<file path="src/rtl/rgbl_pkg.sv">
package rgbl_pkg;

  localparam int FRAC_BITS_DEF = 8;

  localparam int CHAN_W  = 8;
  localparam int LIN_W   = 17;
  localparam int COEF_W  = 16;
  localparam int PROD_W  = COEF_W + LIN_W;
  localparam int SUM_W   = PROD_W + 2;
  localparam int XYZ_W   = 17;
  localparam int ROOT_W  = 18;
  localparam int CBRT_STEPS = ROOT_W;
  localparam int REM_W   = 42;
  localparam int LX_W    = 23;
  localparam int F_W     = 17;
  localparam int RAW_W   = 28;
  localparam int L_W     = 15;
  localparam int AB_W    = 16;

  // pipeline stage numbers
  localparam int STG_LIN  = 0;
  localparam int STG_PROD = 1;
  localparam int STG_XYZ  = 2;
  localparam int STG_CB0  = 3;
  localparam int STG_CBL  = STG_CB0 + CBRT_STEPS - 1;
  localparam int STG_F    = STG_CBL + 1;
  localparam int STG_RAW  = STG_F + 1;
  localparam int STG_OUT  = STG_RAW + 1;
  localparam int NSTG     = STG_OUT + 1;

  localparam logic [XYZ_W-1:0] CUBE_THRESH = XYZ_W'(580);
  localparam logic [LX_W-1:0]  LIN_SLOPE   = LX_W'(7787);
  localparam logic [LX_W-1:0]  LIN_BIAS    = LX_W'(500);
  // ceil(2^32 / 1000), exact floor division for the linear branch range
  localparam logic [LX_W-1:0]  RECIP_1000  = LX_W'(4294968);
  localparam int               RECIP_SHIFT = 32;
  localparam logic [LX_W-1:0]  LIN_OFFSET  = LX_W'(9039);
  localparam int               ROUND_Q16   = 32768;

  localparam logic [COEF_W-1:0] MAT_Q16 [9] = '{
    16'd28440, 16'd24656, 16'd12442,
    16'd13938, 16'd46868, 16'd4730,
    16'd1164,  16'd7175,  16'd57202
  };

  typedef logic [LIN_W-1:0] lin_rom_t [256];

  typedef struct packed {
    logic [2:0]           big;
    logic [2:0][LX_W-1:0] lx;
  } side_t;

  function automatic longint unsigned mul_q30(input longint unsigned x,
                                              input longint unsigned y);
    return (x * y) >> 30;
  endfunction

  function automatic longint unsigned pow5_q30(input longint unsigned r);
    longint unsigned p;
    p = mul_q30(r, r);
    p = mul_q30(p, r);
    p = mul_q30(p, r);
    return mul_q30(p, r);
  endfunction

  // srgb gamma removal, unsigned q16
  function automatic lin_rom_t build_lin_rom();
    lin_rom_t        rom;
    longint unsigned c;
    longint unsigned t;
    longint unsigned lo;
    longint unsigned hi;
    longint unsigned mid;
    longint unsigned v;
    int              k;
    for (c = 0; c < 256; c++) begin
      if (c <= 10) begin
        rom[c[7:0]] = LIN_W'((64'd6553600 * c + 64'd164730) / 64'd329460);
      end else begin
        t  = ((64'd1000 * c + 64'd14025) << 30) / 64'd269025;
        lo = 0;
        hi = 64'd1 << 30;
        for (k = 0; k < 40; k++) begin
          if (lo < hi) begin
            mid = (lo + hi + 64'd1) >> 1;
            if (pow5_q30(mid) <= t) lo = mid;
            else hi = mid - 64'd1;
          end
        end
        v = mul_q30(mul_q30(t, t), mul_q30(lo, lo));
        rom[c[7:0]] = LIN_W'((v + 64'd8192) >> 14);
      end
    end
    return rom;
  endfunction

  localparam lin_rom_t LIN_ROM = build_lin_rom();

endpackage

</file>
<file path="src/rtl/rgbl_cbrt.sv">
module rgbl_cbrt import rgbl_pkg::*; (
  input  logic              clk_i,
  input  logic              en_i,
  input  logic [XYZ_W-1:0]  val_i,
  output logic [ROOT_W-1:0] root_o
);

  localparam int TGT_W     = 3 * CBRT_STEPS;
  localparam int TGT_SHIFT = 35;

  logic [XYZ_W-1:0]    val_q [CBRT_STEPS-1];
  logic [2*ROOT_W-1:0] y2_q  [CBRT_STEPS-1];
  logic [REM_W-1:0]    rem_q [CBRT_STEPS-1];
  logic [ROOT_W-1:0]   y_q   [CBRT_STEPS];

  // one root bit per stage, restoring digit recurrence on val * 2^35
  for (genvar j = 0; j < CBRT_STEPS; j++) begin : g_step
    logic [XYZ_W-1:0]    val_in;
    logic [ROOT_W-1:0]   y_in;
    logic [ROOT_W-1:0]   y_dbl;
    logic [ROOT_W-1:0]   y_d;
    logic [2*ROOT_W-1:0] y2_in;
    logic [2*ROOT_W-1:0] y2_dbl;
    logic [2*ROOT_W-1:0] y2_d;
    logic [REM_W-1:0]    rem_in;
    logic [REM_W-1:0]    rem_sh;
    logic [REM_W-1:0]    yy_sum;
    logic [REM_W-1:0]    trial;
    logic [REM_W-1:0]    rem_d;
    logic [TGT_W-1:0]    tgt;

    if (j == 0) begin : g_first
      assign val_in = val_i;
      assign y_in   = '0;
      assign y2_in  = '0;
      assign rem_in = '0;
    end else begin : g_next
      assign val_in = val_q[j-1];
      assign y_in   = y_q[j-1];
      assign y2_in  = y2_q[j-1];
      assign rem_in = rem_q[j-1];
    end

    assign tgt = TGT_W'(val_in) << TGT_SHIFT;

    always_comb begin
      y_dbl  = {y_in[ROOT_W-2:0], 1'b0};
      y2_dbl = {y2_in[2*ROOT_W-3:0], 2'b00};
      rem_sh = {rem_in[REM_W-4:0], tgt[TGT_W-1-3*j -: 3]};
      yy_sum = REM_W'(y2_dbl) + REM_W'(y_dbl);
      trial  = (yy_sum << 1) + yy_sum + REM_W'(1);
      if (rem_sh >= trial) begin
        rem_d = rem_sh - trial;
        y_d   = y_dbl | ROOT_W'(1);
        y2_d  = y2_dbl + ((2*ROOT_W)'(y_dbl) << 1) + (2*ROOT_W)'(1);
      end else begin
        rem_d = rem_sh;
        y_d   = y_dbl;
        y2_d  = y2_dbl;
      end
    end

    always_ff @(posedge clk_i) begin
      if (en_i) begin
        y_q[j] <= y_d;
      end
    end

    if (j < CBRT_STEPS - 1) begin : g_carry
      always_ff @(posedge clk_i) begin
        if (en_i) begin
          val_q[j] <= val_in;
          y2_q[j]  <= y2_d;
          rem_q[j] <= rem_d;
        end
      end
    end
  end

  assign root_o = y_q[CBRT_STEPS-1];

endmodule

</file>
<file path="config.mk">
export PLATFORM = sky130hd
export DESIGN_NAME = rgbl_cbrt
export DESIGN_NICKNAME = d
export VERILOG_FILES = /design/src/rtl/rgbl_pkg.sv /design/src/rtl/rgbl_cbrt.sv
export SDC_FILE = /design/constraint.sdc
export NUM_CORES = 2
export LEC_CHECK = 0
export BUFFER_PORTS_ARGS = -buffer_cell sky130_fd_sc_hd__buf_2
export CAP_MARGIN = 0
export CORE_ASPECT_RATIO = 1.1
export CORE_MARGIN = 2
export CORE_UTILIZATION = 65
export CTS_BUF_LIST = sky130_fd_sc_hd__clkbuf_8
export CTS_CLUSTER_SIZE = 25
export DETAILED_ROUTE_END_ITERATION = 12
export PLACE_DENSITY = 0.78
export SYNTH_ARGS = -nofsm -noshare
export SYNTH_HDL_FRONTEND = slang
export SYNTH_SLANG_ARGS = --single-unit
</file>
<file path="constraint.sdc">
create_clock -name clk_i -period 9.5 [get_ports clk_i]
set_input_delay 0.475 -clock clk_i [delete_from_list [all_inputs] [get_ports clk_i]]
set_output_delay 0.475 -clock clk_i [all_outputs]
set_load 0.02 [all_outputs]
</file>
==> results.sh <==
export IMPL_rsz0062_at_grt="false"
export IMPL_final_seq_area_um2=35400
export IMPL_first_pass_iters=8
export IMPL_grt_use_total_pct=33.6
export IMPL_setup_worst_path_start_class="flip-flop"
export IMPL_clk_latency_ns=0.98
export IMPL_rows=149
export IMPL_synthDistinctLibCells=115
export IMPL_grt_pass1_vias=80200
export IMPL_tns_ns=0
export IMPL_grt_overflow_total=0
export IMPL_synthTopCellsByArea="edfxtp_1, ha_1, xnor2_1"
export IMPL_synth_top_cell_area_share_pct=35.9
export IMPL_grt_pass1_wl_mm=414
export IMPL_synth_nets=11600
export IMPL_viasPerCell=6.26
export IMPL_cts_buffers=200
export IMPL_fill_cells=11400
export IMPL_drtIter0Drc=5444
export IMPL_critPathMaxFanout=48
export IMPL_drc=0
export IMPL_hold_path_class="input pin to flip-flop"
export IMPL_tightest_slew_ns=1.15
export IMPL_worstPathArrival_ns=9.73
export IMPL_syn_to_final_growth_pct=6.74
export IMPL_via_count=79300
export IMPL_htree_num_levels=4
export IMPL_start_util_pct=65.5
export IMPL_syn_avg_cell_area_um2=9.46
export IMPL_wl_per_cell_um=20.8
export IMPL_drive_gt1_share_pct=5.43
export IMPL_multi_input_area_um2=60600
export IMPL_yosysWarnings=0
export IMPL_die_w_um=375
export IMPL_status="complete, no violations"
export IMPL_clock_path_buffers=3
export IMPL_yosysSeqAreaShare_pct=35.9
export IMPL_nets=11700
export IMPL_skew_ns=0.0527
export IMPL_gp_congestion=0.954
export IMPL_path_clk_slew_ns=0.06
export IMPL_min_period_over_period_pct=93.9
export IMPL_max_cap_violations=0
export IMPL_dieArea_um2=155000
export IMPL_maxSlewViolCount=0
export IMPL_die_y_um=412
export IMPL_hold_viol_final=0
export IMPL_ys_seq_elements=1178
export IMPL_critPathSlowestCell="a21oi_1"
export IMPL_period_minus_slack_ns=8.92
export IMPL_async_reset_ff_share_pct=0
export IMPL_cp_common_cell="a21oi_1"
export IMPL_synth_common_cells="edfxtp_1, ha_1, a21oi_1, nand2_1, nor2_1"
export IMPL_cpPeakStageDelay_ns=0.55
export IMPL_slew_headroom_pct=23.2
export IMPL_clock_sinks=1178
export IMPL_grt_max_degree=176
export IMPL_syn_area_um2=98400
export IMPL_syn_inst=10400
export IMPL_detail_route_antenna_nets=0
export IMPL_max_freq_mhz=112
export IMPL_cts_root_buf="clkbuf_8"
export IMPL_tritoncts="yes"
export IMPL_end_kind="flip-flop"
export IMPL_post_cts_buffers=0
export IMPL_synth_edf_count=1178
export IMPL_finalSetupViolations=0
export IMPL_synth_top_area_cell="edfxtp_1"
export IMPL_core_um2=150000
export IMPL_hpwlAfterDp_mm=210
export IMPL_port_buffers=36
export IMPL_synth_most_common_cell="edfxtp_1"
export IMPL_antenna_found_initial=2
export IMPL_drt_wl_total_mm=263
export IMPL_io_pins=37
export IMPL_worst_setup_path_type="flip-flop to flip-flop"
export IMPL_synthFlopType="edfxtp_1"
export IMPL_cp_required_ns=10.31
[final timing paths]
path / from / to / slack (ns) / cells after the start
worst max-delay path: y2_q[0][506]$_DFFE_PP_ / y2_q[0][545]$_DFFE_PP_ / 0.58 / 36
worst min register to register: val_q[0][53]$_DFFE_PP_ / val_q[0][70]$_DFFE_PP_ / 0.39 / 0
worst min-delay path: en_i / y2_q[0][36]$_SDFFCE_PP0P_ / 0.07 / 1
worst max register to register: y2_q[0][506]$_DFFE_PP_ / y2_q[0][545]$_DFFE_PP_ / 0.58 / 36
[worst max-delay path: cells and delay by family, from the launching register on]
kind,cells,cell delay [ns]
buf+inv,3,0.80
simple gates,10,2.03
flops,1,0.43
compound gates,18,4.07
xor+xnor,2,0.31
fa+ha+maj,3,1.03
[layout make-up]
cell class,instances,area share (%)
Inverter,427,1.53
Tap cell,1963,2.34
Multi-Input combinational cell,8588,57.6
Sequential cell,1178,33.7
Clock inverter,168,1.17
Clock buffer,201,2.63
Timing Repair Buffer,129,1.03
Antenna cell,3,0.00714
[placed cells by master, fill, tap and decap left out, types with 73 or more instances in the layout]
| cell | n |
|---|---|
| a31oi_1 | 88 |
| xnor2_1 | 757 |
| inv_1 | 466 |
| nor4_1 | 73 |
| nor3_1 | 232 |
| xor2_1 | 672 |
| ha_1 | 1131 |
| o21bai_1 | 181 |
| o21ai_0 | 592 |
| and3_1 | 120 |
| edfxtp_1 | 1178 |
| nor2_1 | 845 |
| o21a_1 | 135 |
| a21oi_1 | 968 |
| a21o_1 | 413 |
| nor2b_1 | 118 |
| nand2b_1 | 127 |
| nand4_1 | 139 |
| nand3_1 | 244 |
| clkbuf_8 | 201 |
| nand2_1 | 865 |
[routing by layer]
layer / track usage (%) / up-vias / wire [µm]
met3: 3.99 / 877 / 10200
met5: 0 / - / 0
met1: 33.3 / 37500 / 93400
li1: - / 38500 / -
met4: 22.8 / 0 / 19300
met2: 64.9 / 2339 / 140000
[sequential cells by signal, summed over array words and instances, names as in the netlist]
name,flops
val_q,66
rem_q,604
y_q,156
y2_q,352
[per-stage QoR]
step	instance area, µm²	hold WS, ns	utilization [%]	cells	setup slack [ns]
2_1_floorplan	98400	0.400	-	10400	2.12
3_3_place_gp	101000	0.403	67.2	12300	0.786
3_5_place_dp	101000	0.405	67.2	12300	0.614
4_1_cts	105000	0.0771	69.9	12700	0.582
5_1_grt	105000	0.130	69.9	12700	0.0649
6_report	105000	0.0655	69.9	12700	0.579
[repair_timing]
item | 4_1_cts | 5_1_grt
resized for setup | 0 | 0
endpoints found under the hold margin | 17 | 0
hold buffers | 17 | 0
[kinds of logic (layout without fill, tap and decap cells)]
family / Yosys count / count (layout) / synth area share [%]
buf+inv: 645 / 925 / 2.58
xor+xnor: 1430 / 1430 / 12.7
simple gates: 3091 / 3091 / 15.1
compound gates: 2858 / 2858 / 18.2
other cells: 1 / 4 / 0.00381
mux: 45 / 45 / 0.505
fa+ha+maj: 1163 / 1163 / 15.0
flops: 1178 / 1178 / 35.9
Power is left out: the tool's default activity adds up to more than one toggle a clock period on the data nets, which glitch-free logic cannot reach.
